--- src/rtl/core/pwmicm_pkg.sv ---
// ----------------------------------------------------------------------------
// PWM input capture measurement package
// Shared widths, item codes and the result record of the measurement block.
// ----------------------------------------------------------------------------
package pwmicm_pkg;

   localparam int VALUE_W    = 16;
   localparam int TIME_W     = 24;
   localparam int DUTY_W     = 16;
   localparam int RSP_DATA_W = 96;

   localparam logic OP_OVERFLOW = 1'b0;
   localparam logic OP_CAPTURE  = 1'b1;

   typedef struct packed {
      logic [DUTY_W-1:0] duty_fraction;
      logic [TIME_W-1:0] period_ticks;
      logic [TIME_W-1:0] low_ticks;
      logic [TIME_W-1:0] high_ticks;
      logic              measurement_valid;
      logic              counter_clear;
      logic              edge_polarity;
      logic              capture_enable;
   } result_type;

endpackage

--- src/rtl/core/pwm_input_capture_measure.sv ---
// ----------------------------------------------------------------------------
// PWM input capture measurement
// Measures high time, low time, period and duty of a PWM input.
// ----------------------------------------------------------------------------
// The req channel carries one item per transfer: req_tuser says whether it is
// a counter overflow tick or a capture edge, req_tdata holds the latched count.
// Every item gives exactly one result transfer on the rsp channel with the
// capture controls, the two strobes and the held measurements.
// An ordinary item is accepted, its result then enters the output register as
// soon as that register is free, and only then does the block take a new
// item. The overflow tick that closes a measurement runs the duty division,
// one quotient bit per cycle; the divider returns zero for a zero period and
// all ones when the period is not above the high time, without shifting.
// Reset clears the phase, the overflow count and all measurements; capture is
// disarmed and the next edge is rising. While the receiver stalls, the result
// stays in the output register, one further item is accepted and finished,
// and req_tready then stays low until the output register is taken.
// ----------------------------------------------------------------------------
module pwm_input_capture_measure #(
   parameter int COUNTER_BITS   = 16,
   parameter int OVERFLOW_BITS  = 8,
   parameter int DUTY_FRAC_BITS = 16
) (
   input  logic        clock,
   input  logic        reset,
   input  logic        req_tvalid,
   output logic        req_tready,
   input  logic [15:0] req_tdata,  // [15:0] capture_value
   input  logic [0:0]  req_tuser,  // [0] op
   output logic        rsp_tvalid,
   input  logic        rsp_tready,
   output logic [95:0] rsp_tdata   // [0] capture_enable, [1] edge_polarity,
                                   // [2] counter_clear, [3] measurement_valid,
                                   // [27:4] high_ticks, [51:28] low_ticks,
                                   // [75:52] period_ticks, [91:76] duty_fraction
);

   localparam int TB = COUNTER_BITS + OVERFLOW_BITS;
   localparam int RW = pwmicm_pkg::RSP_DATA_W;

   pwmicm_pkg::result_type    result;
   logic                      res_valid;
   logic                      res_take;
   logic                      div_start;
   logic [TB-1:0]             div_num;
   logic [TB-1:0]             div_den;
   logic                      div_done;
   logic [DUTY_FRAC_BITS-1:0] div_quot;

   logic                      rsp_valid_ff, rsp_valid_in;
   pwmicm_pkg::result_type    rsp_data_ff, rsp_data_in;

   pwmicm_seq #(
      .COUNTER_BITS   (COUNTER_BITS),
      .OVERFLOW_BITS  (OVERFLOW_BITS),
      .DUTY_FRAC_BITS (DUTY_FRAC_BITS)
   ) u_seq (
      .clock      (clock),
      .reset      (reset),
      .item_valid (req_tvalid),
      .item_ready (req_tready),
      .item_op    (req_tuser[0]),
      .item_value (req_tdata),
      .res_valid  (res_valid),
      .res_take   (res_take),
      .result     (result),
      .div_start  (div_start),
      .div_num    (div_num),
      .div_den    (div_den),
      .div_done   (div_done),
      .div_quot   (div_quot)
   );

   pwmicm_div #(
      .TIME_BITS (TB),
      .FRAC_BITS (DUTY_FRAC_BITS)
   ) u_div (
      .clock    (clock),
      .reset    (reset),
      .start    (div_start),
      .num      (div_num),
      .den      (div_den),
      .done     (div_done),
      .quotient (div_quot)
   );

   assign res_take = res_valid && (!rsp_valid_ff || rsp_tready);

   always_comb begin
      rsp_valid_in = rsp_valid_ff;
      rsp_data_in  = rsp_data_ff;
      if (res_take) begin
         rsp_valid_in = 1'b1;
         rsp_data_in  = result;
      end else if (rsp_tready) begin
         rsp_valid_in = 1'b0;
      end
   end

   always_ff @(posedge clock) begin
      if (reset) begin
         rsp_valid_ff <= 1'b0;
      end else begin
         rsp_valid_ff <= rsp_valid_in;
      end
      rsp_data_ff <= rsp_data_in;
   end

   assign rsp_tvalid = rsp_valid_ff;
   assign rsp_tdata  = RW'(rsp_data_ff);

endmodule

--- src/rtl/core/pwmicm_div.sv ---
// ----------------------------------------------------------------------------
// PWM input capture duty divider
// Restoring divider that shifts one quotient bit into a register per cycle.
// ----------------------------------------------------------------------------
module pwmicm_div #(
   parameter int TIME_BITS = 24,
   parameter int FRAC_BITS = 16
) (
   input  logic                 clock,
   input  logic                 reset,
   input  logic                 start,
   input  logic [TIME_BITS-1:0] num,
   input  logic [TIME_BITS-1:0] den,
   output logic                 done,
   output logic [FRAC_BITS-1:0] quotient
);

   localparam int CNT_W = $clog2(FRAC_BITS);

   typedef enum logic {DV_IDLE, DV_RUN} div_state_type;

   div_state_type        state_ff, state_in;
   logic [TIME_BITS-1:0] rem_ff, rem_in;
   logic [TIME_BITS-1:0] den_ff, den_in;
   logic [FRAC_BITS-1:0] quot_ff, quot_in;
   logic [CNT_W-1:0]     cnt_ff, cnt_in;
   logic                 done_ff, done_in;

   logic [TIME_BITS:0] rem_shift;
   logic [TIME_BITS:0] rem_diff;
   logic               fits;

   assign rem_shift = {rem_ff, 1'b0};
   assign rem_diff  = rem_shift - {1'b0, den_ff};
   assign fits      = rem_shift >= {1'b0, den_ff};

   always_comb begin
      state_in = state_ff;
      rem_in   = rem_ff;
      den_in   = den_ff;
      quot_in  = quot_ff;
      cnt_in   = cnt_ff;
      done_in  = 1'b0;
      unique case (state_ff)
         DV_IDLE: begin
            if (start) begin
               if (den == '0) begin
                  quot_in = '0;
                  done_in = 1'b1;
               end else if (num >= den) begin
                  quot_in = '1;
                  done_in = 1'b1;
               end else begin
                  rem_in   = num;
                  den_in   = den;
                  quot_in  = '0;
                  cnt_in   = CNT_W'(FRAC_BITS - 1);
                  state_in = DV_RUN;
               end
            end
         end
         DV_RUN: begin
            rem_in  = fits ? rem_diff[TIME_BITS-1:0] : rem_shift[TIME_BITS-1:0];
            quot_in = {quot_ff[FRAC_BITS-2:0], fits};
            cnt_in  = cnt_ff - 1'b1;
            if (cnt_ff == '0) begin
               state_in = DV_IDLE;
               done_in  = 1'b1;
            end
         end
         default: state_in = DV_IDLE;
      endcase
   end

   always_ff @(posedge clock) begin
      if (reset) begin
         state_ff <= DV_IDLE;
         cnt_ff   <= '0;
         done_ff  <= 1'b0;
      end else begin
         state_ff <= state_in;
         cnt_ff   <= cnt_in;
         done_ff  <= done_in;
      end
      rem_ff  <= rem_in;
      den_ff  <= den_in;
      quot_ff <= quot_in;
   end

   assign done     = done_ff;
   assign quotient = quot_ff;

endmodule

--- src/rtl/core/pwmicm_seq.sv ---
// ----------------------------------------------------------------------------
// PWM input capture sequencer
// Five-phase capture sequence, overflow counting and the measured times.
// ----------------------------------------------------------------------------
module pwmicm_seq #(
   parameter int COUNTER_BITS   = 16,
   parameter int OVERFLOW_BITS  = 8,
   parameter int DUTY_FRAC_BITS = 16
) (
   input  logic                                   clock,
   input  logic                                   reset,
   input  logic                                   item_valid,
   output logic                                   item_ready,
   input  logic                                   item_op,
   input  logic [pwmicm_pkg::VALUE_W-1:0]         item_value,
   output logic                                   res_valid,
   input  logic                                   res_take,
   output pwmicm_pkg::result_type                 result,
   output logic                                   div_start,
   output logic [COUNTER_BITS+OVERFLOW_BITS-1:0]  div_num,
   output logic [COUNTER_BITS+OVERFLOW_BITS-1:0]  div_den,
   input  logic                                   div_done,
   input  logic [DUTY_FRAC_BITS-1:0]              div_quot
);

   localparam int TB = COUNTER_BITS + OVERFLOW_BITS;
   localparam int TW = pwmicm_pkg::TIME_W;
   localparam int DW = pwmicm_pkg::DUTY_W;

   typedef enum logic [2:0] {PH_IDLE, PH_ARMED, PH_HIGH, PH_LOW, PH_CLOSE} phase_type;
   typedef enum logic [1:0] {ST_READY, ST_DIV, ST_DONE} step_type;

   phase_type                 phase_ff, phase_in;
   step_type                  step_ff, step_in;
   logic [OVERFLOW_BITS-1:0]  ovf_ff, ovf_in;
   logic [COUNTER_BITS-1:0]   first_rise_ff, first_rise_in;
   logic [TB-1:0]             high_ff, high_in;
   logic [TB-1:0]             low_ff, low_in;
   logic [TB-1:0]             period_ff, period_in;
   logic [DUTY_FRAC_BITS-1:0] duty_ff, duty_in;
   logic                      pol_ff, pol_in;
   logic                      arm_ff, arm_in;
   logic                      flag_ff, flag_in;

   logic                      accept;
   logic [COUNTER_BITS-1:0]   edge_count;
   logic [TB-1:0]             span;

   assign accept     = item_valid && (step_ff == ST_READY);
   assign edge_count = COUNTER_BITS'(item_value);
   assign span       = (TB'(ovf_ff) << COUNTER_BITS) + TB'(edge_count) - TB'(first_rise_ff);

   always_comb begin
      phase_in      = phase_ff;
      step_in       = step_ff;
      ovf_in        = ovf_ff;
      first_rise_in = first_rise_ff;
      high_in       = high_ff;
      low_in        = low_ff;
      period_in     = period_ff;
      duty_in       = duty_ff;
      pol_in        = pol_ff;
      arm_in        = arm_ff;
      flag_in       = flag_ff;
      div_start     = 1'b0;
      unique case (step_ff)
         ST_READY: begin
            if (accept) begin
               step_in = ST_DONE;
               flag_in = 1'b0;
               if (item_op == pwmicm_pkg::OP_OVERFLOW) begin
                  unique case (phase_ff)
                     PH_ARMED, PH_HIGH, PH_LOW: begin
                        if (ovf_ff != '1) begin
                           ovf_in = ovf_ff + OVERFLOW_BITS'(1);
                        end
                     end
                     PH_CLOSE: begin
                        ovf_in    = '0;
                        phase_in  = PH_IDLE;
                        flag_in   = 1'b1;
                        step_in   = ST_DIV;
                        div_start = 1'b1;
                     end
                     default: begin
                        phase_in = PH_ARMED;
                        pol_in   = 1'b0;
                        arm_in   = 1'b1;
                     end
                  endcase
               end else begin
                  unique case (phase_ff)
                     PH_ARMED: begin
                        first_rise_in = edge_count;
                        ovf_in        = '0;
                        pol_in        = 1'b1;
                        phase_in      = PH_HIGH;
                     end
                     PH_HIGH: begin
                        high_in  = span;
                        pol_in   = 1'b0;
                        phase_in = PH_LOW;
                     end
                     PH_LOW: begin
                        period_in = span;
                        low_in    = span - high_ff;
                        arm_in    = 1'b0;
                        phase_in  = PH_CLOSE;
                     end
                     default: begin
                     end
                  endcase
               end
            end
         end
         ST_DIV: begin
            if (div_done) begin
               duty_in = div_quot;
               step_in = ST_DONE;
            end
         end
         ST_DONE: begin
            if (res_take) begin
               step_in = ST_READY;
            end
         end
         default: step_in = ST_READY;
      endcase
   end

   always_ff @(posedge clock) begin
      if (reset) begin
         phase_ff      <= PH_IDLE;
         step_ff       <= ST_READY;
         ovf_ff        <= '0;
         first_rise_ff <= '0;
         high_ff       <= '0;
         low_ff        <= '0;
         period_ff     <= '0;
         duty_ff       <= '0;
         pol_ff        <= 1'b0;
         arm_ff        <= 1'b0;
         flag_ff       <= 1'b0;
      end else begin
         phase_ff      <= phase_in;
         step_ff       <= step_in;
         ovf_ff        <= ovf_in;
         first_rise_ff <= first_rise_in;
         high_ff       <= high_in;
         low_ff        <= low_in;
         period_ff     <= period_in;
         duty_ff       <= duty_in;
         pol_ff        <= pol_in;
         arm_ff        <= arm_in;
         flag_ff       <= flag_in;
      end
   end

   assign item_ready = (step_ff == ST_READY);
   assign res_valid  = (step_ff == ST_DONE);
   assign div_num    = high_ff;
   assign div_den    = period_ff;

   assign result.capture_enable    = arm_ff;
   assign result.edge_polarity     = pol_ff;
   assign result.counter_clear     = flag_ff;
   assign result.measurement_valid = flag_ff;
   assign result.high_ticks        = TW'(high_ff);
   assign result.low_ticks         = TW'(low_ff);
   assign result.period_ticks      = TW'(period_ff);
   assign result.duty_fraction     = DW'(duty_ff);

endmodule

--- config.mk ---
export PLATFORM = sky130hd
export DESIGN_NAME = pwm_input_capture_measure
export DESIGN_NICKNAME = d
export VERILOG_FILES = /design/src/rtl/core/pwmicm_pkg.sv /design/src/rtl/core/pwm_input_capture_measure.sv /design/src/rtl/core/pwmicm_div.sv /design/src/rtl/core/pwmicm_seq.sv
export SDC_FILE = /design/constraint.sdc
export NUM_CORES = 1
export LEC_CHECK = 0
export BUFFER_PORTS_ARGS = -buffer_cell sky130_fd_sc_hd__buf_2
export CAP_MARGIN = 20
export CORE_ASPECT_RATIO = 1.5
export CORE_MARGIN = 2
export CORE_UTILIZATION = 55
export DETAILED_ROUTE_END_ITERATION = 6
export PLACE_DENSITY = 0.74
export SETUP_SLACK_MARGIN = 0.05
export SLEW_MARGIN = 30
export SYNTH_ARGS = -nofsm -noshare
export SYNTH_HDL_FRONTEND = slang
export SYNTH_SLANG_ARGS = --single-unit
--- constraint.sdc ---
create_clock -name clock -period 7.56 [get_ports clock]
set_input_delay 1.512 -clock clock [delete_from_list [all_inputs] [get_ports clock]]
set_output_delay 1.512 -clock clock [all_outputs]
set_load 0.02 [all_outputs]
### Word level (Yosys, flattened, before mapping)

Cells that the tools add are included.
W data, S select, Z words.

| storage, ports and cells | value |
|---|---|
| output and inout port bits | 98 |
| word-level logic and storage cells | 127 |
| register bits | 282 |

| operators by class | value |
|---|---|
| bitwise logic cells | 3 |
| magnitude comparators | 2 |
| multiplexer cells | 48 |
| reduce and logical (&&, ||, !) cells | 23 |
| add/subtract/negate cells | 6 |
| eq/ne operators | 20 |

Operator list:

| cell | count |
|---|---|
| $mux W24 | 4 |
| $mux W16 | 3 |
| $pmux W24 S2 | 1 |
| $sub A24 B24 Y24 | 2 |
| $pmux W16 S2 | 1 |
| $reduce_and A4 Y1 | 7 |
| $ge A25 B24 Y1 | 1 |
| $add A24 B16 Y24 | 1 |
| $ge A24 B24 Y1 | 1 |
| $logic_not A24 Y1 | 1 |
| $mux W8 | 3 |
| $sub A24 B16 Y24 | 1 |
| $mux W1 | 19 |
| $pmux W8 S2 | 1 |
| $mux W4 | 3 |
| $ne A2 B1 Y1 const B | 6 |
| $mux W2 | 5 |
| $pmux W3 S3 | 1 |
| $add A8 B1 Y8 const B | 1 |
| $ne A2 B2 Y1 const B | 4 |
| $ne A8 B8 Y1 const B | 1 |
| $pmux W4 S2 | 1 |
| $eq A3 B2 Y1 const B | 2 |
| $pmux W1 S2 | 3 |
| other kinds (24) | 29 |

### Depth between registers and ports, before layout

Gate-level depths: netlist of run 1.

| logic depth | value |
|---|---|
| depth in word-level cells | 7 |
| depth in mapped cells | 22 |
| gate-level depth less buffers | 22 |

### By module

Synthesis of run 1 repeated with hierarchy kept, for this count alone.

| second synthesis, totals | value |
|---|---|
| cells, all modules | 1553 |
| area total of the unflattened synthesis | 15021.9 µm² |

By module, submodules not included:

| module | cells an instance | times used | seq. area each (µm²) | area each (µm²) |
|---|---|---|---|---|
| pwmicm_seq | 953 | 1 | 2402.3 | 7213.2 |
| pwmicm_div | 498 | 1 | 2042.0 | 4957.3 |
| pwm_input_capture_measure | 102 | 1 | 2782.7 | 2851.5 |

### Least setup slack after synthesis of run 1

OpenSTA, ideal clock, no wires.

| timing path | value |
|---|---|
| kind | input to register |
| start | input port rsp_tready |
| end | register rsp_data_ff, in the netlist rsp_tdata[0], enable pin |
| setup slack | 1334 ps |
| library setup time | 552 ps |
| arrival time | 5674 ps |
| data required time | 7008 ps |
| buffers on the path | 0 |
| stages | 2 |
| cell sequence | nand2b_1 > nor2b_1 |

| between the ends | value |
|---|---|
| word-level cells in the longest chain between the ends | 2 |

Ends and longest elaborated chain:

| what | line | text |
|---|---|---|
| start: declaration | pwm_input_capture_measure.sv:31 | `input logic rsp_tready,` |
| $logic_or A1 B1 Y1 | pwm_input_capture_measure.sv:87 | `assign res_take = res_valid && (!rsp_valid_ff \|\| rsp_tready);` |
| $logic_and A1 B1 Y1 | pwm_input_capture_measure.sv:87 |  |
| named net res_take | pwm_input_capture_measure.sv:43 | `logic res_take;` |
| end signal: assignment | pwm_input_capture_measure.sv:106 | `rsp_data_ff <= rsp_data_in;` |
| end: declaration | pwm_input_capture_measure.sv:51 | `pwmicm_pkg::result_type rsp_data_ff, rsp_data_in;` |

The timed path passes the listed nets, and every way through them passes these cells.
A chain may end at the register's enable or synchronous reset.

### Final worst setup path of run 1

| timing path | value |
|---|---|
| start | input port req_tdata[0] |
| end | register u_seq.low_ff[22] |

| between the ends | value |
|---|---|
| word-level cells in the longest chain between the ends | 3 |

Ends and longest elaborated chain:

| what | line | text |
|---|---|---|
| start: declaration | pwm_input_capture_measure.sv:28 | `input logic [15:0] req_tdata,` |
| $add A24 B16 Y24 | pwmicm_seq.sv:51 | `assign span = (TB'(ovf_ff) << COUNTER_BITS) + TB'(edge_count) - TB'(first_rise_ff);` |
| $sub A24 B16 Y24 | pwmicm_seq.sv:51 |  |
| named net u_seq.span[10] | pwmicm_seq.sv:47 | `logic [TB-1:0] span;` |
| $sub A24 B24 Y24 | pwmicm_seq.sv:106 | `low_in = span - high_ff;` |
| end signal: assignment | pwmicm_seq.sv:150 | `low_ff <= low_in;` |
| end: declaration | pwmicm_seq.sv:38 | `logic [TB-1:0] low_ff, low_in;` |

The timed path passes the listed nets, and every way through them passes these cells.

==> run metrics, run 1 <==
HP Class=flip-flop to flip-flop; All-Layer GR Usage=0.231; CP cell instances=buf_2 -> inv_1 -> ha_1 -> inv_1 -> fa_1 -> a21o_1 -> a31o_1 -> a2111oi_4 -> o31ai_1 -> a21oi_1 -> xor2_1 -> inv_1 -> ha_1 -> and3_1 -> a221oi_1 -> o32ai_1 -> o41ai_1 -> o31ai_1 -> nand3_1 -> nand2_1 -> xnor2_1 -> o21ai_1; drt pass-1 iters=5; yosys warns=0; initial antenna violation count=0; Synth area leaders=edfxtp_1, dfxtp_1, ha_1, a21oi_1, nand2_1; worst hold margin=430 ps; Yosys top cell area share=0.327; Core ar.=25600 um^2; worst r2r dst=u_seq.low_ff[22]; clock input transition at the sequential cells of the worst setup and hold paths=70 ps; Die Span X=135 um; GRT overflow=0; Synth top cells by count=nand2_1, a21oi_1, edfxtp_1; relative slew slack=0.376; Tmin final=5720 ps; cell-internal power=2.62 mW; layout cells sized above 1=0.119; post-cts resize count=0; Max FO, Critical Path=5; Worst path max stage delay=650 ps; Post-synth EDFFs=155; final worst slack=1840 ps; post-route setup TNS=0 ps; RR Startpoint=u_seq.first_rise_ff[0]; routed len/inst=16.5 um; WS Path Type=input pin to flip-flop; Place WS=1290 ps; Hold EP=rsp_tdata[80]; CTS Buffer Depth=3; # rows=72; first-pass GRT wire length=50700 um; outcome=complete, no violations; Ports=119; most common cell in the netlist=nand2_1; Clock Root Buffer=clkbuf_16; reg-to-reg slack, setup=2640 ps; depth of the CTS H-tree=1; Slew @ Worst Pin=936 ps; Initial Utilization=0.556; critical path arrival=6160 ps; diodes inserted=0; CTS Buf Count=26; leakage power=6.27 nW; Worst Reg2Reg Path Length in Cells=20; Crit. End Element=flip-flop; #FFs+latches synth=282; CTS tree=done; share of power burned in combinational logic=0.101; insertion delay of the later-clocked pin in the worst-skew pair=550 ps; RSZ-0062 raised after global routing=no; area leader, netlist=edfxtp_1; Power Density=214 nW/um^2; Avg Cell Area, Syn=9.66 um^2; Switch Pwr=0.802 mW; Tcrit/Tclk final=0.756; Mapped Cells=1472; Hold Crit Start=u_seq.duty_ff[4]; CTS Hold Buffers Added=0; Die Area=27200 um^2; Sw Ratio=0.234; vias in the first global route=10400; Vias=10800; clk sinks=282; share of the yosys chip area belonging to registers=0.506; Post-CTS Setup Bufs=0; Synth Cell Area=14200 um^2; Final HPWL DP=22600 um; Hold Path Stages=0; final number of max-transition violations=0; Top FF cell, synth=edfxtp_1; critical path startpoint category=input pin; GPL Wtd Cong=0.948; Worst IR Drop VDD=0.172 mV; FFs w/ async S/R, synth=0; IO buf count=114; ANT nets after route=0; post-synth cell types=73; Worst path most repeated cell=inv_1; area grow syn2layout=12.4%; die height=201 um; WL final=31500 um; Max Freq=175 MHz; Required @ worst endpoint=8000 ps; setup skew after layout=19.7 ps; routed vias/inst=5.65; Final Hold Fails=0; Layout Nets=1673; largest net degree at the start of global routing=90; drt initial violations=763; setup violators final=0; DRC=0; Clock Power Share=0.420; CP max stage cell=o41ai_1; sequential share of power=0.480; number of max-cap violations=0
[cells by family after synthesis]
logic type,count (synthesis),synth area share
other cells,1,0.000264
flops,282,0.506
compound gates,381,0.169
mux,10,0.00704
fa+ha+maj,94,0.0843
buf+inv,188,0.0515
simple gates,457,0.144
xor+xnor,59,0.0379
[critical path: cells and delay by family]
| family | cells | cell delay (ps) |
|---|---|---|
| adders and majority gates | 3 | 900 |
| xor gates and xnor gates | 2 | 400 |
| and+or+nand+nor | 3 | 430 |
| AOI/OAI and AO/OA | 10 | 2640 |
| buffers and inverters | 4 | 290 |
[registers in the layout, indices dropped and copies added, names as in the netlist, 4 cells and up]
name,count
u_div.den_ff,24
u_seq.first_rise_ff,16
u_div.rem_ff,24
rsp_tdata,91
u_seq.low_ff,24
u_seq.duty_ff,16
u_seq.div_den,24
u_seq.ovf_ff,8
u_seq.div_num,24
u_div.cnt_ff,4
u_div.quotient,16
[final cells by class]
| class | instances | area [um^2] |
|---|---|---|
| clock buffer | 35 | 706 |
| fill | 2140 | 9600 |
| clock inverter | 13 | 226 |
| tap | 333 | 417 |
| inverter | 120 | 450 |
| multi-input combinational | 1005 | 6340 |
| timing repair buffer | 123 | 641 |
| sequential | 282 | 7200 |
[through the flow]
step	instance area, um^2	std cells	utilization	power, mW
finish	16000	1911	0.625	3.42
global route	16000	1911	0.625	3.54
CTS	16000	1911	0.625	3.45
detailed placement	15000	1863	0.588	2.02
global placement	15000	1863	0.588	2.01
floorplan	14200	1475	-	1.94
[placed cells by master, fill, tap and decap left out, types with 12 or more instances in the layout]
master,Yosys,final
a211oi_1,26,26
a21o_1,43,43
a21oi_1,171,171
buf_2,6,113
clkbuf_16,0,27
dfxtp_1,127,126
edfxtp_1,155,155
ha_1,91,91
inv_1,118,118
nand2_1,196,195
nand2b_1,20,20
nand3_1,20,20
nand4_1,12,12
nor2_1,116,113
nor2b_1,13,12
nor3_1,30,28
o21ai_0,51,51
xnor2_1,32,32
xor2_1,25,25
[worst max path at each step]
stage,from,endpoint
after global routing,req_tdata[0],u_seq.low_ff[22]
final,req_tdata[0],u_seq.low_ff[22]
after CTS,req_tdata[0],u_seq.low_ff[22]
after detailed placement,req_tdata[0],u_seq.low_ff[22]
after floorplan,rsp_tready,rsp_tdata[0]
after global placement,req_tdata[0],u_seq.low_ff[22]
[metal layers]
layer	global-route usage	part of all wire	vias up
li1	-	-	5345
met1	0.279	0.41	5077
met2	0.409	0.50	289
met3	0.0278	0.044	78
met4	0.101	0.042	0
met5	0	0	-
[power by group through the flow]
stage	Clock [mW]	Combinational, mW	Sequential [mW]
after CTS	1.46	0.342	1.64
after global placement	0	0.332	1.68
after global routing	1.52	0.378	1.64
after detailed placement	0	0.339	1.68
final	1.44	0.345	1.64
after floorplan	0	0.236	1.70
(Power assumes the default switching activity.)
==> run 2, diff against run 1 <==
clock period = 5.5 ns   (was 7.56 ns; I/O delays follow)
==> run 2 against run 1 <==
Net effect: core utilization grew 0.16 points; worst setup slack got worse by 1300 ps; sequential power up 38%; critical path type unchanged; highest routed layer unchanged.
==> run metrics, run 2 (same netlist as run 1, synthesis figures left out) <==
Layout Nets=1693 (was 1673); depth of the CTS H-tree=1 (unchanged); post-cts resize count=0 (unchanged); outcome=complete, no violations (unchanged); routed vias/inst=5.58 (was 5.65); reg-to-reg slack, setup=970 ps (was 2640 ps); clock input transition at the sequential cells of the worst setup and hold paths=70 ps (about the same); WL final=31400 um (was 31500 um); routed len/inst=16.3 um (was 16.5 um); Slew @ Worst Pin=809 ps (was 936 ps); All-Layer GR Usage=0.232 (was 0.231); Die Area=27200 um^2 (unchanged); Die Span X=135 um (unchanged); WS Path Type=input pin to flip-flop (unchanged); CP cell instances=buf_2 -> inv_1 -> ha_1 -> inv_1 -> fa_1 -> a21o_1 -> a31o_1 -> a2111oi_4 -> nor2_1 -> buf_4 -> xnor2_1 -> inv_1 -> ha_1 -> and3_1 -> nand2_1 -> o32ai_1 -> o41ai_1 -> buf_4 -> o31ai_1 -> buf_4 -> nand3_1 -> nand2_1 -> xnor2_1 -> o21ai_1 (was buf_2 -> inv_1 -> ha_1 -> inv_1 -> fa_1 -> a21o_1 -> a31o_1 -> a2111oi_4 -> o31ai_1 -> a21oi_1 -> xor2_1 -> inv_1 -> ha_1 -> and3_1 -> a221oi_1 -> o32ai_1 -> o41ai_1 -> o31ai_1 -> nand3_1 -> nand2_1 -> xnor2_1 -> o21ai_1); Worst path max stage delay=410 ps (was 650 ps); Post-CTS Setup Bufs=0 (unchanged); RSZ-0062 raised after global routing=no (unchanged); critical path startpoint category=input pin (unchanged); Required @ worst endpoint=5940 ps (was 8000 ps); Core ar.=25600 um^2 (unchanged); IO buf count=114 (unchanged); diodes inserted=0 (unchanged); drt pass-1 iters=5 (unchanged); setup skew after layout=14.0 ps (was 19.7 ps); Final HPWL DP=22800 um (was 22600 um); Util after Layout=0.626 (was 0.625); post-route setup TNS=0 ps (unchanged); Max Freq=203 MHz; setup violators final=0 (unchanged); DRC=0 (unchanged); Tmin final=4910 ps; Ports=119 (unchanged); GPL Wtd Cong=0.910 (was 0.948); layout cells sized above 1=0.128 (was 0.119); GRT busiest layer=met2 (unchanged); vias in the first global route=10300 (was 10400); most frequent cells in the layout=nand2_1, a21oi_1, edfxtp_1, dfxtp_1, inv_1 (unchanged); Worst IR Drop VDD=0.279 mV (was 0.172 mV); GRT overflow=0 (unchanged); worst r2r dst=u_seq.low_ff[22] (unchanged); initial antenna violation count=0 (unchanged); largest net degree at the start of global routing=68 (was 90); first-pass GRT wire length=51000 um (was 50700 um); most common cell after layout, fill and taps aside=nand2_1 (unchanged); Crit. End Element=flip-flop (unchanged); HP Class=flip-flop to flip-flop (unchanged); clk sinks=282 (unchanged); CTS Hold Buffers Added=0 (unchanged); Power Density=280 nW/um^2 (was 214 nW/um^2); final worst slack=585 ps (was 1840 ps); CTS Buf Count=25 (was 26); fillers=2177 (was 2140); # rows=72 (unchanged); die height=201 um (unchanged); drt initial violations=577 (was 763); M3 GR Usage=0.0227 (was 0.0278); Max FO, Critical Path=6 (was 5); Final Hold Fails=0 (unchanged); Place WS=1.45 ps (was 1290 ps); insertion delay of the later-clocked pin in the worst-skew pair=550 ps (about the same); number of max-cap violations=0 (unchanged); Initial Utilization=0.556 (unchanged); critical path depth=24 (was 22); CP startpoint=req_tdata[0] (unchanged); Vias=10800 (about the same); Worst Reg2Reg Path Length in Cells=22 (was 20); Tcrit/Tclk final=0.894; leakage power=6.32 nW (was 6.27 nW); area grow syn2layout=12.7% (was 12.4%); critical path arrival=5350 ps (was 6160 ps); CP max stage cell=a2111oi_4 (was o41ai_1); relative slew slack=0.460 (was 0.376); ANT nets after route=0 (unchanged); final number of max-transition violations=0 (unchanged); Clock Root Buffer=clkbuf_16 (unchanged); CP top delay family=compound AO/OA/AOI/OAI gates (unchanged); GRT met2 Usage=0.409 (about the same); CTS Buffer Depth=3 (unchanged); RR Startpoint=u_seq.first_rise_ff[0] (unchanged); CTS tree=done (unchanged); flip-flop count of the largest register after layout=91 (unchanged); met1 usage=0.289 (was 0.279); Worst setup endpoint=u_seq.low_ff[22] (unchanged); CP Buf/Inv Count=7 (was 4)
## run 2: cell types whose count changed in the layout (fill, tap and decap cells not counted)
cell	before	now
clkinvlp_4	2	1
inv_6	1	2
clkinv_2	2	3
a2111oi_1	1	0
clkbuf_8	0	2
bufinv_16	6	2
clkinv_1	2	3
inv_4	0	1
buf_16	0	1
clkinv_4	1	0
clkbuf_16	27	25
buf_4	10	30
a2111oi_0	3	4
## run 2: layer usage
metal  wire, um  share of wire
met3       1340          0.043
met1      12900           0.41
met2      15900           0.51
met4       1230          0.039
met5          0              0
## run 2: power breakdown
part	internal (mW)	switching, mW
registers	2.24	0.0157
logic	0.197	0.298
clock network	0.966	0.762
## run 2: worst min-delay path by stage
stage / from / to / slack (ps) / depth (start not counted)
2_1_floorplan: u_seq.low_ff[1] / rsp_tdata[29] / 410 / 0
3_3_place_gp: u_seq.duty_ff[7] / rsp_tdata[83] / 410 / 0
3_5_place_dp: u_seq.duty_ff[6] / rsp_tdata[82] / 410 / 0
4_1_cts: u_seq.duty_ff[0] / rsp_tdata[76] / 430 / 0
5_1_grt: u_seq.duty_ff[0] / rsp_tdata[76] / 440 / 0
6_report: u_seq.duty_ff[0] / rsp_tdata[76] / 430 / 0
## run 2: layout make-up
class | count | area, um^2 | share of cell area
repair buffers | 144 | 818 | 0.0511
multi-input cells | 1005 | 6340 | 0.396
flip-flops and latches | 282 | 7200 | 0.449
inverters | 120 | 450 | 0.0281
clock buffers | 35 | 683 | 0.0426
well taps | 333 | 417 | 0.0260
clock inverters | 11 | 114 | 0.00711
## run 2: per-stage QoR
step	instance area [um^2]	cells	power, mW	hold slack [ps]
after CTS	16000	1929	4.51	435
after global placement	15200	1883	2.79	412
final	16000	1930	4.48	432
after floorplan	14200	1475	2.66	408
after global routing	16000	1930	4.64	440
after detailed placement	15200	1883	2.79	415
==> run 3, diff against run 2 <==
BUFFER_PORTS_ARGS = -buffer_cell sky130_fd_sc_hd__clkbuf_2   (was -buffer_cell sky130_fd_sc_hd__buf_2)
==> run 3 against run 2 <==
Net effect: fmax shrank 1.3%; first-iteration DRC count shrank 11%; total power grew 4.0%; hold slack lost 3.8 ps; die area is the same; register-to-register slack lost 80 ps; global-route usage shrank 0.12 points; combinational power is essentially flat; highest routed layer unchanged.
==> run metrics, run 3 (same netlist as run 1, synthesis figures left out) <==
outcome=complete, no violations (unchanged); relative slew slack=0.484 (was 0.460); Tcrit/Tclk final=0.905 (was 0.894); most common cell after layout, fill and taps aside=nand2_1 (unchanged); # rows=72 (unchanged); diodes inserted=0 (unchanged); GRT overflow=0 (unchanged); Ports=119 (unchanged); Power Density=289 nW/um^2 (was 280 nW/um^2); setup skew after layout=15.9 ps (was 14.0 ps); number of max-cap violations=0 (unchanged); Worst Reg2Reg Path Length in Cells=19 (was 22); final number of max-transition violations=0 (unchanged); Worst setup endpoint=u_seq.low_ff[23] (was u_seq.low_ff[22]); routed len/inst=16.4 um (was 16.3 um); worst hold margin=428 ps (was 432 ps); RSZ-0062 raised after global routing=no (unchanged); reg-to-reg slack, setup=890 ps (was 970 ps); Tmin final=4980 ps (was 4910 ps); post-route cell area=16100 um^2 (was 16000 um^2); Max Freq=201 MHz (was 203 MHz); clock input transition at the sequential cells of the worst setup and hold paths=60 ps (was 70 ps); vias in the first global route=10300 (about the same); Place WS=-36.9 ps (was 1.45 ps); area grow syn2layout=13.3% (was 12.7%); CTS Buffer Depth=3 (unchanged); DP Area=15200 um^2 (about the same); Final Hold Fails=0 (unchanged); first-pass GRT wire length=50700 um (was 51000 um); Slew @ Worst Pin=767 ps (was 809 ps); critical path startpoint category=input pin (unchanged); GRT busiest layer=met2 (unchanged); CTS Hold Buffers Added=0 (unchanged); worst r2r dst=u_seq.low_ff[23] (was u_seq.low_ff[22]); largest net degree at the start of global routing=68 (unchanged); routed vias/inst=5.58 (about the same); M3 GR Usage=0.0220 (was 0.0227); HP Class=flip-flop to flip-flop (unchanged); fillers=2154 (was 2177); leakage power=6.36 nW (was 6.32 nW); Crit. End Element=flip-flop (unchanged); Clock Root Buffer=clkbuf_16 (unchanged); most frequent cells in the layout=nand2_1, a21oi_1, edfxtp_1, dfxtp_1, inv_1 (unchanged); drt initial violations=515 (was 577); Hold Path Stages=0 (unchanged); depth of the CTS H-tree=1 (unchanged); CTS tree=done (unchanged); ANT nets after route=0 (unchanged); WS Path Type=input pin to flip-flop (unchanged); met1 usage=0.291 (was 0.289); WL final=31600 um (was 31400 um); insertion delay of the later-clocked pin in the worst-skew pair=550 ps (about the same); Layout Nets=1691 (was 1693); DRC=0 (unchanged); post-cts resize count=0 (unchanged); register area=7200 um^2 (unchanged); flip-flop count of the largest register after layout=91 (unchanged); final worst slack=523 ps (was 585 ps); Worst IR Drop VDD=0.266 mV (was 0.279 mV); Die Area=27200 um^2 (unchanged); Core ar.=25600 um^2 (unchanged); Vias=10800 (about the same); CP startpoint=req_tdata[0] (unchanged); Final HPWL DP=23000 um (was 22800 um); Post-CTS Setup Bufs=0 (unchanged); Multi-input gate area=6340 um^2 (unchanged); CTS Buf Count=26 (was 25); Max FO, Critical Path=3 (was 6); initial antenna violation count=0 (unchanged); All-Layer GR Usage=0.230 (was 0.232); drt pass-1 iters=5 (unchanged); Die Span X=135 um (unchanged); setup violators final=0 (unchanged); GRT met2 Usage=0.409 (about the same); layout cells sized above 1=0.130 (was 0.128); Required @ worst endpoint=5910 ps (was 5940 ps); die height=201 um (unchanged); IO buf count=114 (unchanged); clk sinks=282 (unchanged); RR Startpoint=u_seq.first_rise_ff[0] (unchanged); Initial Utilization=0.556 (unchanged); GPL Wtd Cong=0.898 (was 0.910); critical path arrival=5390 ps (was 5350 ps)
run 3: cell types whose count changed in the layout (fill, tap and decap cells not counted), sizes merged:
cell      before  now
buf          144   28
clkbuf        35  149
inv          122  119
bufinv         2    4
clkinvlp       1    3
run 3: how the worst min path moves through the flow:
| stage | start | to | slack (ps) |
|---|---|---|---|
| after floorplan | u_seq.low_ff[1] | rsp_tdata[29] | 410 |
| after global placement | u_seq.duty_ff[5] | rsp_tdata[81] | 410 |
| after detailed placement | u_seq.duty_ff[12] | rsp_tdata[88] | 410 |
| after CTS | u_seq.low_ff[13] | rsp_tdata[41] | 430 |
| after global routing | u_seq.low_ff[13] | rsp_tdata[41] | 430 |
| final | u_seq.low_ff[3] | rsp_tdata[31] | 430 |
run 3: per-stage QoR:
stage	setup TNS, ps	instances	utilization	power (mW)
finish	0	1929	0.630	4.66
floorplan	0	1475	-	2.66
CTS	0	1928	0.629	4.69
global placement	0	1880	0.593	2.79
global route	0	1929	0.630	4.83
detailed placement	-106	1880	0.593	2.79
run 3: critical path, stage by stage:
cell and delay, ps:
clkbuf_2 90, inv_1 50, ha_1 150, inv_1 50, fa_1 400, a21o_1 210, a31o_1 270, a2111oi_4 430
nor2_1 120, a221o_1 370, o21ai_2 240, xor2_2 110, ha_1 200, or3_1 360, o21ai_0 130, a211oi_1 90
a2111o_1 420, a21oi_1 200, nand2b_1 160, and3_1 170, nor4_2 50
run 3: per-layer routing:
layer,part of all wire,vias up
met1,0.42,5099
met4,0.028,0
met2,0.51,231
li1,-,5391
met3,0.038,49
met5,0,-
run 3: power by group:
group / leakage [nW] / switching (mW) / internal (mW)
Combinational: 3.50 / 0.300 / 0.193
Clock: 0.435 / 0.786 / 1.12
Sequential: 2.43 / 0.0162 / 2.24
run 3: layout make-up:
cell class / count / share of cell area
Clock inverter: 12 / 0.0116
Clock buffer: 36 / 0.0453
Timing Repair Buffer: 141 / 0.0494
Tap cell: 333 / 0.0258
Sequential cell: 282 / 0.447
Inverter: 120 / 0.0279
Multi-Input combinational cell: 1005 / 0.393
